<file path="config.mk">
export PLATFORM = sky130hd
export DESIGN_NAME = stereo_level_dependent_slew_limiter_core
export DESIGN_NICKNAME = d
export VERILOG_FILES = /design/src/hw/rtl/slewlim_pkg.sv /design/src/hw/rtl/slewlim_ctrl.sv /design/src/hw/rtl/slewlim_dp.sv /design/src/hw/rtl/stereo_level_dependent_slew_limiter_core.sv
export SDC_FILE = /design/constraint.sdc
export NUM_CORES = 2
export LEC_CHECK = 0
export BUFFER_PORTS_ARGS = -buffer_cell sky130_fd_sc_hd__buf_2
export CORE_ASPECT_RATIO = 1.75
export CORE_UTILIZATION = 40
export DETAILED_ROUTE_END_ITERATION = 12
export PLACE_DENSITY = 0.61
export SLEW_MARGIN = 5
export SYNTH_ARGS = -nofsm -noshare
export SYNTH_HDL_FRONTEND = slang
export SYNTH_SLANG_ARGS = --single-unit
</file>
<file path="constraint.sdc">
create_clock -name clk -period 8.3 [get_ports clk]
set_clock_uncertainty 0.05 [all_clocks]
set_input_delay 0.415 -clock clk [delete_from_list [all_inputs] [get_ports clk]]
set_output_delay 0.415 -clock clk [all_outputs]
set_load 0.005 [all_outputs]
</file>
<file path="src/hw/rtl/slewlim_pkg.sv">
// Shared types and constants for the stereo slew limiter.
// Used by slewlim_ctrl, slewlim_dp and the top level; depends on nothing.
`default_nettype none

package slewlim_pkg;

  localparam int DEF_SAMPLE_BITS       = 24;
  localparam int DEF_COS_TABLE_ENTRIES = 256;

  localparam int                      THRESH_BITS  = 24;
  localparam logic [THRESH_BITS-1:0] THRESH_RESET = 24'd4194304;  // 1.0 in Q2.22
  localparam int                      COS_BITS     = 18;           // Q1.17 table entries
  localparam int                      ABS_BITS     = 17;           // |last| in Q16, up to 1.0

  typedef enum logic [2:0] {
    S_IDLE,
    S_SQ,
    S_IDX,
    S_ROM,
    S_LIM,
    S_RND,
    S_UPD,
    S_PUSH
  } state_t;

  // Per-cycle strobes from the controller to the datapath
  typedef struct packed {
    logic load;
    logic sq;
    logic idx;
    logic rom;
    logic lim;
    logic rnd;
    logic upd;
    logic push;
    logic ch;    // 0 = left, 1 = right
  } dp_cmd_t;

endpackage

`default_nettype wire

</file>
<file path="src/hw/rtl/slewlim_ctrl.sv">
// Sequencer for the stereo slew limiter: walks each channel through the shared
// multiplier and table, then hands the frame to the output register. Uses slewlim_pkg.
`default_nettype none

module slewlim_ctrl
  import slewlim_pkg::*;
(
  input  logic    clk,
  input  logic    rst,
  input  logic    in_valid,
  output logic    in_ready,
  output logic    out_valid,
  input  logic    out_ready,
  output dp_cmd_t cmd
);

  state_t state;
  state_t state_next;
  logic   ch;
  logic   slot_free;

  assign slot_free = !out_valid || out_ready;

  always_ff @(posedge clk) begin
    if (rst) begin
      state     <= S_IDLE;
      ch        <= 1'b0;
      out_valid <= 1'b0;
    end else begin
      state <= state_next;
      if (cmd.load) begin
        ch <= 1'b0;
      end else if (cmd.upd) begin
        ch <= ~ch;
      end
      if (cmd.push) begin
        out_valid <= 1'b1;
      end else if (out_ready) begin
        out_valid <= 1'b0;
      end
    end
  end

  always_comb begin
    state_next = state;
    unique case (state)
      S_IDLE:  if (in_valid) state_next = S_SQ;
      S_SQ:    state_next = S_IDX;
      S_IDX:   state_next = S_ROM;
      S_ROM:   state_next = S_LIM;
      S_LIM:   state_next = S_RND;
      S_RND:   state_next = S_UPD;
      S_UPD:   state_next = ch ? S_PUSH : S_SQ;
      S_PUSH:  if (slot_free) state_next = S_IDLE;
      default: state_next = S_IDLE;
    endcase
  end

  always_comb begin
    cmd      = '0;
    cmd.ch   = ch;
    in_ready = 1'b0;
    unique case (state)
      S_IDLE: begin
        in_ready = 1'b1;
        cmd.load = in_valid;
      end
      S_SQ:    cmd.sq  = 1'b1;
      S_IDX:   cmd.idx = 1'b1;
      S_ROM:   cmd.rom = 1'b1;
      S_LIM:   cmd.lim = 1'b1;
      S_RND:   cmd.rnd = 1'b1;
      S_UPD:   cmd.upd = 1'b1;
      S_PUSH:  cmd.push = slot_free;
      default: cmd.load = 1'b0;
    endcase
  end

endmodule

`default_nettype wire

</file>
<file path="src/hw/rtl/slewlim_dp.sv">
// Datapath of the stereo slew limiter: sample and history registers, threshold
// register, shared multiplier, cosine ROM and the limit/saturate step. Uses slewlim_pkg.
`default_nettype none

module slewlim_dp
  import slewlim_pkg::*;
#(
  parameter int SAMPLE_BITS       = DEF_SAMPLE_BITS,
  parameter int COS_TABLE_ENTRIES = DEF_COS_TABLE_ENTRIES
) (
  input  logic                          clk,
  input  logic                          rst,
  input  dp_cmd_t                       cmd,
  input  logic                          cfg_we,
  input  logic [THRESH_BITS-1:0]        cfg_wdata,
  input  logic signed [SAMPLE_BITS-1:0] left_sample,
  input  logic signed [SAMPLE_BITS-1:0] right_sample,
  output logic signed [SAMPLE_BITS-1:0] left_out,
  output logic signed [SAMPLE_BITS-1:0] right_out
);

  localparam int F      = SAMPLE_BITS - 1;
  localparam int IW     = $clog2(COS_TABLE_ENTRIES);
  localparam int PW     = THRESH_BITS + COS_BITS;       // shared multiplier product
  localparam int SQW    = 2 * ABS_BITS - 1;             // |last|^2 <= 2^32
  localparam int SW     = SQW + IW + 1;                 // index product plus rounding
  localparam int LW     = SAMPLE_BITS + 2;              // step limit
  localparam int EW     = SAMPLE_BITS + 3;              // signed update arithmetic
  localparam int ROM_W  = COS_TABLE_ENTRIES * COS_BITS;

  localparam logic [63:0]    Den       = 64'(COS_TABLE_ENTRIES - 1);
  localparam logic [SW-1:0]  IDX_MUL   = SW'(COS_TABLE_ENTRIES - 1);
  localparam logic [SW-1:0]  IDX_ROUND = SW'(1) << 31;
  localparam logic [IW+1:0]  IDX_MAX   = (IW + 2)'(COS_TABLE_ENTRIES - 1);
  localparam logic [PW:0]    LIM_ROUND = (PW + 1)'(1) << (38 - F);
  localparam logic signed [EW-1:0] OUT_HI = {{(EW-SAMPLE_BITS+1){1'b0}}, {F{1'b1}}};
  localparam logic signed [EW-1:0] OUT_LO = {{(EW-SAMPLE_BITS+1){1'b1}}, {F{1'b0}}};

  // cos(k/(N-1)) by a six-term Taylor series in Q30, rounded to Q1.17
  function automatic logic [COS_BITS-1:0] cos_entry(input logic [63:0] k);
    logic [63:0] x;
    logic [63:0] x2;
    logic [63:0] t;
    logic [63:0] sum;
    x   = (((k << 31) / Den) + 64'd1) >> 1;
    x2  = (x * x) >> 30;
    t   = 64'd1 << 30;
    sum = 64'd1 << 30;
    t   = ((t * x2) >> 30) / 64'd2;
    sum = sum - t;
    t   = ((t * x2) >> 30) / 64'd12;
    sum = sum + t;
    t   = ((t * x2) >> 30) / 64'd30;
    sum = sum - t;
    t   = ((t * x2) >> 30) / 64'd56;
    sum = sum + t;
    t   = ((t * x2) >> 30) / 64'd90;
    sum = sum - t;
    return COS_BITS'((sum + 64'd4096) >> 13);
  endfunction

  function automatic logic [ROM_W-1:0] build_rom();
    logic [ROM_W-1:0] rom;
    rom = '0;
    for (int k = 0; k < COS_TABLE_ENTRIES; k++) begin
      rom[k*COS_BITS +: COS_BITS] = cos_entry(64'(k));
    end
    return rom;
  endfunction

  localparam logic [ROM_W-1:0] COS_ROM = build_rom();

  logic signed [SAMPLE_BITS-1:0] x_left;
  logic signed [SAMPLE_BITS-1:0] x_right;
  logic signed [SAMPLE_BITS-1:0] left_last;
  logic signed [SAMPLE_BITS-1:0] right_last;
  logic [THRESH_BITS-1:0]        threshold;
  logic [PW-1:0]                 prod;
  logic [IW-1:0]                 idx;
  logic [COS_BITS-1:0]           cos_q;
  logic [LW-1:0]                 lim;

  logic signed [SAMPLE_BITS-1:0] x_cur;
  logic signed [SAMPLE_BITS-1:0] prev;
  logic [SAMPLE_BITS-1:0]        mag;
  logic [ABS_BITS-1:0]           a;
  logic [THRESH_BITS-1:0]        op_a;
  logic [COS_BITS-1:0]           op_b;
  logic [SW-1:0]                 idx_sum;
  logic [IW+1:0]                 idx_hi;
  logic [PW:0]                   lim_sum;
  logic signed [EW-1:0]          xs;
  logic signed [EW-1:0]          ps;
  logic signed [EW-1:0]          ls;
  logic signed [EW-1:0]          diff;
  logic signed [EW-1:0]          res;
  logic signed [EW-1:0]          res_sat;

  assign x_cur = cmd.ch ? x_right : x_left;
  assign prev  = cmd.ch ? right_last : left_last;
  assign mag   = prev[SAMPLE_BITS-1] ? SAMPLE_BITS'(-prev) : SAMPLE_BITS'(prev);

  // |last| to Q16
  generate
    if (F >= 16) begin : g_shr
      assign a = ABS_BITS'(mag >> (F - 16));
    end else begin : g_shl
      assign a = ABS_BITS'(mag) << (16 - F);
    end
  endgenerate

  // one multiplier for |last|^2 and threshold * cos
  assign op_a = cmd.sq ? THRESH_BITS'(a) : threshold;
  assign op_b = cmd.sq ? COS_BITS'(a) : cos_q;

  assign idx_sum = SW'(prod[SQW-1:0]) * IDX_MUL + IDX_ROUND;
  assign idx_hi  = idx_sum[SW-1:32];

  assign lim_sum = (PW + 1)'(prod) + LIM_ROUND;

  assign xs   = EW'(x_cur);
  assign ps   = EW'(prev);
  assign ls   = $signed({1'b0, lim});
  assign diff = xs - ps;

  always_comb begin
    if (diff > ls) begin
      res = ps + ls;
    end else if (-diff > ls) begin
      res = ps - ls;
    end else begin
      res = xs;
    end
    if (res > OUT_HI) begin
      res_sat = OUT_HI;
    end else if (res < OUT_LO) begin
      res_sat = OUT_LO;
    end else begin
      res_sat = res;
    end
  end

  always_ff @(posedge clk) begin
    if (rst) begin
      threshold  <= THRESH_RESET;
      left_last  <= '0;
      right_last <= '0;
    end else begin
      if (cfg_we) begin
        threshold <= cfg_wdata;
      end
      if (cmd.upd) begin
        if (cmd.ch) begin
          right_last <= res_sat[SAMPLE_BITS-1:0];
        end else begin
          left_last <= res_sat[SAMPLE_BITS-1:0];
        end
      end
    end
  end

  always_ff @(posedge clk) begin
    if (cmd.load) begin
      x_left  <= left_sample;
      x_right <= right_sample;
    end
    if (cmd.sq || cmd.lim) begin
      prod <= op_a * op_b;
    end
    if (cmd.idx) begin
      idx <= (idx_hi > IDX_MAX) ? IDX_MAX[IW-1:0] : idx_hi[IW-1:0];
    end
    if (cmd.rom) begin
      cos_q <= COS_ROM[idx*COS_BITS +: COS_BITS];
    end
    if (cmd.rnd) begin
      lim <= LW'(lim_sum >> (39 - F));
    end
    if (cmd.push) begin
      left_out  <= left_last;
      right_out <= right_last;
    end
  end

endmodule

`default_nettype wire

</file>
<file path="src/hw/rtl/stereo_level_dependent_slew_limiter_core.sv">
// Stereo level-dependent slew limiter, top level. Instantiates slewlim_ctrl and
// slewlim_dp; uses slewlim_pkg.
//
// One item is a stereo frame of signed Q1.F samples (F = SAMPLE_BITS-1). Each channel's
// step is limited to slew_threshold * cos(last^2), cos taken from a nearest-entry ROM
// over [0,1]; outputs saturate to the sample range and become the new history. Both
// histories reset to zero, slew_threshold to 1.0 (Q2.22). An item is accepted only in
// the idle state, once the previous one is done: the two channels run one after the
// other, each through square, index, ROM, limit and round steps and the history update,
// on a single shared 24x18 multiplier and the registered cosine ROM; then the output
// register is loaded once free. A new item is taken while the previous result waits on out_ready.
// cfg_we writes slew_threshold; write it only while the block is idle.
`default_nettype none

module stereo_level_dependent_slew_limiter_core
  import slewlim_pkg::*;
#(
  parameter int SAMPLE_BITS       = DEF_SAMPLE_BITS,
  parameter int COS_TABLE_ENTRIES = DEF_COS_TABLE_ENTRIES
) (
  input  logic                          clk,
  input  logic                          rst,
  input  logic                          in_valid,
  output logic                          in_ready,
  input  logic signed [SAMPLE_BITS-1:0] left_sample,
  input  logic signed [SAMPLE_BITS-1:0] right_sample,
  output logic                          out_valid,
  input  logic                          out_ready,
  output logic signed [SAMPLE_BITS-1:0] left_out,
  output logic signed [SAMPLE_BITS-1:0] right_out,
  input  logic                          cfg_we,
  input  logic [THRESH_BITS-1:0]        cfg_wdata
);

  dp_cmd_t cmd;

  slewlim_ctrl u_ctrl (
    .clk       (clk),
    .rst       (rst),
    .in_valid  (in_valid),
    .in_ready  (in_ready),
    .out_valid (out_valid),
    .out_ready (out_ready),
    .cmd       (cmd)
  );

  slewlim_dp #(
    .SAMPLE_BITS       (SAMPLE_BITS),
    .COS_TABLE_ENTRIES (COS_TABLE_ENTRIES)
  ) u_dp (
    .clk          (clk),
    .rst          (rst),
    .cmd          (cmd),
    .cfg_we       (cfg_we),
    .cfg_wdata    (cfg_wdata),
    .left_sample  (left_sample),
    .right_sample (right_sample),
    .left_out     (left_out),
    .right_out    (right_out)
  );

endmodule

`default_nettype wire
</file>
## Word level (Yosys, flattened, before mapping)

Index checks and enable logic that the tools add are counted.

| storage, ports and cells | value |
|---|---|
| input port bits | 77 |
| logic and storage cells | 73 |
| register bits after elaboration | 267 |
| output and inout bits | 50 |

| cells by class | value |
|---|---|
| shifts and indexed selects | 1 |
| equal/unequal tests | 9 |
| bitwise logic cells | 1 |
| $lt $le $gt $ge | 5 |
| multipliers | 3 |
| add/subtract/negate cells | 7 |
| mux-type cells | 24 |
| reduce and logical (&&, ||, !) cells | 9 |

Operator list:

| kind | number |
|---|---|
| variable part select 4608 x 14 -> 18 bit, first input constant | 1 |
| two-way mux 24 bit | 6 |
| greater-than comparator 27 bit | 2 |
| two-way mux 27 bit | 2 |
| adder 41 x 32 -> 42 bit, second input constant | 1 |
| adder 42 x 16 -> 42 bit, second input constant | 1 |
| multiplier 24 x 18 -> 42 bit | 1 |
| multiplier 33 x 8 -> 41 bit, second input constant | 1 |
| adder 24 x 27 -> 27 bit | 1 |
| greater-than comparator 27 x 24 -> 1 bit, second input constant | 1 |
| < comparator 27 x 24 -> 1 bit, second input constant | 1 |
| negator 27 bit | 1 |
| subtractor 24 x 27 -> 27 bit | 1 |
| subtractor 24 x 24 -> 25 bit | 1 |
| negator 24 bit | 1 |
| case mux 3 bit (8 select lines) | 1 |
| two-way mux 18 bit | 1 |
| equality test 3 bit, second input constant | 4 |
| multiplier 8 x 4 -> 12 bit, second input constant | 1 |
| two-way mux 1 bit | 11 |
| greater-than comparator 10 x 8 -> 1 bit, second input constant | 1 |
| two-way mux 3 bit | 3 |
| equality test 3 x 2 -> 1 bit, second input constant | 2 |
| AND reduction 2 bit | 3 |
| other kinds (9) | 10 |

## Depth between registers and ports, before layout

| depth | value |
|---|---|
| depth in word-level cells | 9 |
| mapped depth | 38 |
| mapped depth without buffers | 36 |

## By module

Synthesis repeated with hierarchy kept, for this count alone.

| unflattened totals | value |
|---|---|
| cell total of the unflattened synthesis | 4483 |
| area, all modules | 39755.6 µm² |

By module, submodules not included:

| module | sequential area each (µm²) | area an instance (µm²) | instances | cells each |
|---|---|---|---|---|
| slewlim_dp | 7146.9 | 39437.8 | 1 | 4444 |
| slewlim_ctrl | 100.1 | 317.8 | 1 | 39 |

## Worst setup path before layout

OpenSTA, ideal clock, no wires.

| timing path | value |
|---|---|
| kind | register to register |
| start | reg u_ctrl.ch |
| end | reg u_dp.prod[41], data pin |
| path buffers | 2 |
| setup time | 0.260 ns |
| stages on the path, launching flop included | 38 |
| data arrival time | 8.608 ns |
| path slack | -0.618 ns |
| path through | dfxtp_1 > buf_1 > mux2i_1 > nand4b_1 > nor4_1 > nand4_1 > nor4_1 > and2_1 > a21oi_1 > xnor2_1 > nor2_1 > a21o_1 > clkbuf_1 > nand2_1 > fa_1 > inv_1 > fa_1 > inv_1 > [... 2 more ...] > fa_1 > fa_1 > inv_1 > fa_1 > inv_1 > ha_1 > o21ai_0 > nand2b_1 > a21oi_1 > o21ai_0 > nand2_1 > a21oi_1 > a31oi_1 > o31ai_1 > a211oi_1 > o31ai_1 > a21oi_1 > xnor2_1 |

| on the way | value |
|---|---|
| word-level cells in the longest chain between the ends | 5 |
| elaborated cells between the ends (all ways) | 6 |
| those cells by class | add/sub: 1; mul: 1; mux: 4 |

RTL lines:

| what | line | RTL |
|---|---|---|
| from (decl) | slewlim_ctrl.sv:19 | `logic ch;` |
| from (signal assigned) | slewlim_ctrl.sv:34 | `ch <= ~ch;` |
| two-way mux 24 bit (*) | slewlim_dp.sv:100 | `assign prev = cmd.ch ? right_last : left_last;` |
| negator 24 bit | slewlim_dp.sv:101 | `assign mag = prev[SAMPLE_BITS-1] ? SAMPLE_BITS'(-prev) : SAMPLE_BITS'(prev);` |
| two-way mux 24 bit (*) | slewlim_dp.sv:101 |  |
| two-way mux 24 bit / two-way mux 18 bit (equally long branches) | slewlim_dp.sv:113, slewlim_dp.sv:114 |  |
| multiplier 24 x 18 -> 42 bit (*) | slewlim_dp.sv:168 | `prod <= op_a * op_b;` |
| to (signal assigned) | slewlim_dp.sv:168 |  |
| to (decl) | slewlim_dp.sv:78 | `logic [PW-1:0] prod;` |

Mark *: on every way between the ends. The rest lies on a longest branch, timed or not.
A chain may end at the register's enable or synchronous reset.

## Final worst setup path

| timing path | value |
|---|---|
| start | reg u_ctrl.ch |
| end | reg u_dp.prod[39], data pin |

Same word-level chain as after synthesis.

==> impl_results.md <==
* Num CTS Buffers at 34
* Die Ht at approximately 420 µm
* DR vias/cell at 5.85
* RSZ-0062 raised after global routing: yes
* Share of flip-flops with an asynchronous set or reset at 0
* GRT Total Usage at 0.339
* Die Area at about 100000 µm²
* Clock sink count at 267
* Clk_lat worst skew at between 500 and 600 ps
* Syn_area_per_cell at 8.78 µm²
* Synth Warn # at 0
* Area Growth Syn to Fin at 20.4%
* Setup ws final at -618 ps
* Min Tclk post-route at between 8000 and 9000 ps
* Initial Util at 0.403
* Synth Area in XOR/XNOR at 0.0267
* Post-Syn Instances at about 4600
* Final period utilization at 1.07
* Crit path DAT at just over 9000 ps
* Worst-path fanout max at 10
* Core Footprint at 99200 µm²
* ANT nets after route at 0
* HPWL Detailed at approximately 140 mm
* Distinct cells, synth at 91
* DRT Pass-1 Iters at 6
* Final nets at approximately 6000
* Synthesis-stage register bit count at roughly 270
* Share of cells above drive strength 1 at 0.180
* Main combinational cell family by area after synthesis: adder cells
* Synthesized cell area at approximately 40000 µm²
* Kind of critical path: flip-flop to flip-flop
* Buffers & Inverters on Critical Path at 10
* Top-level I/O count at 127
* Initial antenna violation count at 10
* Portion of netlist area occupied by mux cells at 0.0212
* Max Freq at between 100 and 150 MHz
* Post-synth EDFFs at 190
* Status: complete, but fails checks
* Rows at ~150
* PortBufs at between 100 and 150
* Slowest cell on the critical path: fa_1
* Routed WL at around 170 mm
* Simple-gate share of the synthesized area at 0.139
* Critical Path RT at between 8000 and 9000 ps
* Pre-CTS setup slack at -1170 ps
* First-pass GRT wire length at between 200 and 250 mm
* Slew Viols, Final at 0
* Chip width at around 240 µm
* Slew margin rel. at 0.0578
* Vias in the first global route at 39141
* Final setup viols at 17
* # DRC at 0
* Ranking of synthesized cells by area: fa_1 25%, edfxtp_1 14%, ha_1 11%, inv_1 7.1%, nand2_1 4.4%
* Failing checks: negative setup slack
* Post-Syn Nets at 5491
* Iter 0 DRT Violations at 2586
* Kind of end point of the critical path: flip-flop
* CTS tree: done
* Synth area leader: fa_1
* Hold Violations, Final at 0
* Compound-gate portion of the synthesized area at 0.174
* H-tree depth at 2
* Final TNS setup at -7440 ps
* Root Buffer: clkbuf_16
* Routed length per placed instance at around 27 µm
* Primary FF master, synth: edfxtp_1
* Final GP Congestion at roughly 1.1
* Clk pin slew, worst setup/hold paths at roughly 60 ps
* CP dominant cell by count: fa_1
* Max_cap viols at 0
* Critical path launch point type: flip-flop
* Grt total ovfl at 0
* Via count at 37243
* Final core utilization at 0.486
* Sequential area share after synthesis at 0.181
* Slowest stage delay, CP at approximately 580 ps
* HP Class: primary input to flip-flop
* CP delay by family, top: adder cells
* Slew @ Worst Pin at around 1400 ps
* Clock Tree Buf Depth at 3
* Synthesized-area fraction occupied by adder cells at 0.364
* Largest net degree at the start of global routing at 146
* Share of the synthesized area in the top cell type at 0.255
## state kept, by name (all words and copies together), names as in the netlist, 3 cells and up
register         cells
u_dp.lim            26
u_ctrl.state         3
u_dp.threshold      24
u_dp.idx             8
u_dp.left_out       24
u_dp.right_last     24
u_dp.cos_q          18
u_dp.left_last      24
u_dp.x_left         24
u_dp.right_out      24
u_dp.x_right        24
u_dp.prod           42
## cells by family (layout without fill, tap and decap cells)
family	Yosys count	in the layout
other	0	7
XOR/XNOR	121	121
buffers and inverters	991	1479
adder cells (fa/ha/maj)	858	858
flip-flops	267	267
AO/OA/AOI/OAI	1027	1027
multiplexers	80	80
AND/OR/NAND/NOR	1212	1212
## worst paths after layout
| check | start | endpoint | slack (ps) | depth (start not counted) |
|---|---|---|---|---|
| worst min register to register | u_dp.right_last[16] | u_dp.right_out[16] | 420 | 0 |
| worst min-delay path | cfg_wdata[14] | u_dp.threshold[14] | 20 | 3 |
| worst max-delay path | u_ctrl.ch | u_dp.prod[39] | -620 | 36 |
| worst max register to register | u_ctrl.ch | u_dp.prod[39] | -620 | 36 |
## area by class of cell
| type | count | area, µm² |
|---|---|---|
| antenna | 7 | 17.5 |
| clock buffer | 43 | 936 |
| clock inverter | 18 | 174 |
| fill | 9660 | 51000 |
| inverter | 756 | 2840 |
| multi-input combinational | 3298 | 30000 |
| sequential | 267 | 7250 |
| tap | 1317 | 1650 |
| timing repair buffer | 662 | 5310 |
## cells in the mapped netlist (36+ instances only)
cell,number
o21ai_0,181
edfxtp_1,190
nand3_1,72
nor2_1,316
a211oi_1,42
dfxtp_1,77
a31oi_1,36
a21oi_1,260
fa_1,509
inv_1,752
a21o_1,78
nand2b_1,37
o211ai_1,41
ha_1,349
o21bai_1,69
xnor2_1,93
mux2i_1,51
nor3_1,71
and3_1,74
a41oi_1,44
nand2_1,464
clkbuf_1,197
## worst min-delay path, stage by stage
cell     delay (ps)
buf_2            70
mux2i_1          50
nor2_1           70
## cell usage in the layout (no fill, tap or decap), types with 69 or more instances in the layout
| cell | count |
|---|---|
| a21o_1 | 72 |
| a21oi_1 | 233 |
| and3_1 | 73 |
| buf_2 | 126 |
| buf_4 | 435 |
| dfxtp_1 | 74 |
| edfxtp_1 | 190 |
| fa_1 | 499 |
| ha_1 | 339 |
| inv_1 | 742 |
| nand2_1 | 456 |
| nand3_1 | 70 |
| nor2_1 | 292 |
| o21ai_0 | 168 |
| o21bai_1 | 69 |
| xnor2_1 | 87 |
## routing by layer
metal | global-route usage | share of wire | wire length, µm
met1 | 0.297 | 0.30 | 50900
met2 | 0.601 | 0.50 | 85700
met4 | 0.368 | 0.14 | 23200
met5 | 0 | 0.00033 | 57
met3 | 0.0796 | 0.069 | 11900
## metrics by stage
stage               std cells  instance area, µm²  hold slack, ps
floorplan                4556               40100             375
global placement         6206               45200             390
detailed placement       6206               45200             395
CTS                      6341               47300           0.899
global route             6362               48200            14.3
finish                   6368               48200            17.0
## repair_timing
| action | 4_1_cts | 5_1_grt |
|---|---|---|
| endpoints found under the hold margin | 49 | 0 |
| pin swaps | 67 | 78 |
| setup endpoints to repair | 63 | 72 |
| hold buffers | 49 | 0 |
| buffers inserted | 29 | 19 |
| resized for setup | 88 | 123 |
| cloned | 0 | 4 |
Power is not shown: default switching activity piles up to over one toggle a cycle in this logic, so the estimate is an artifact.
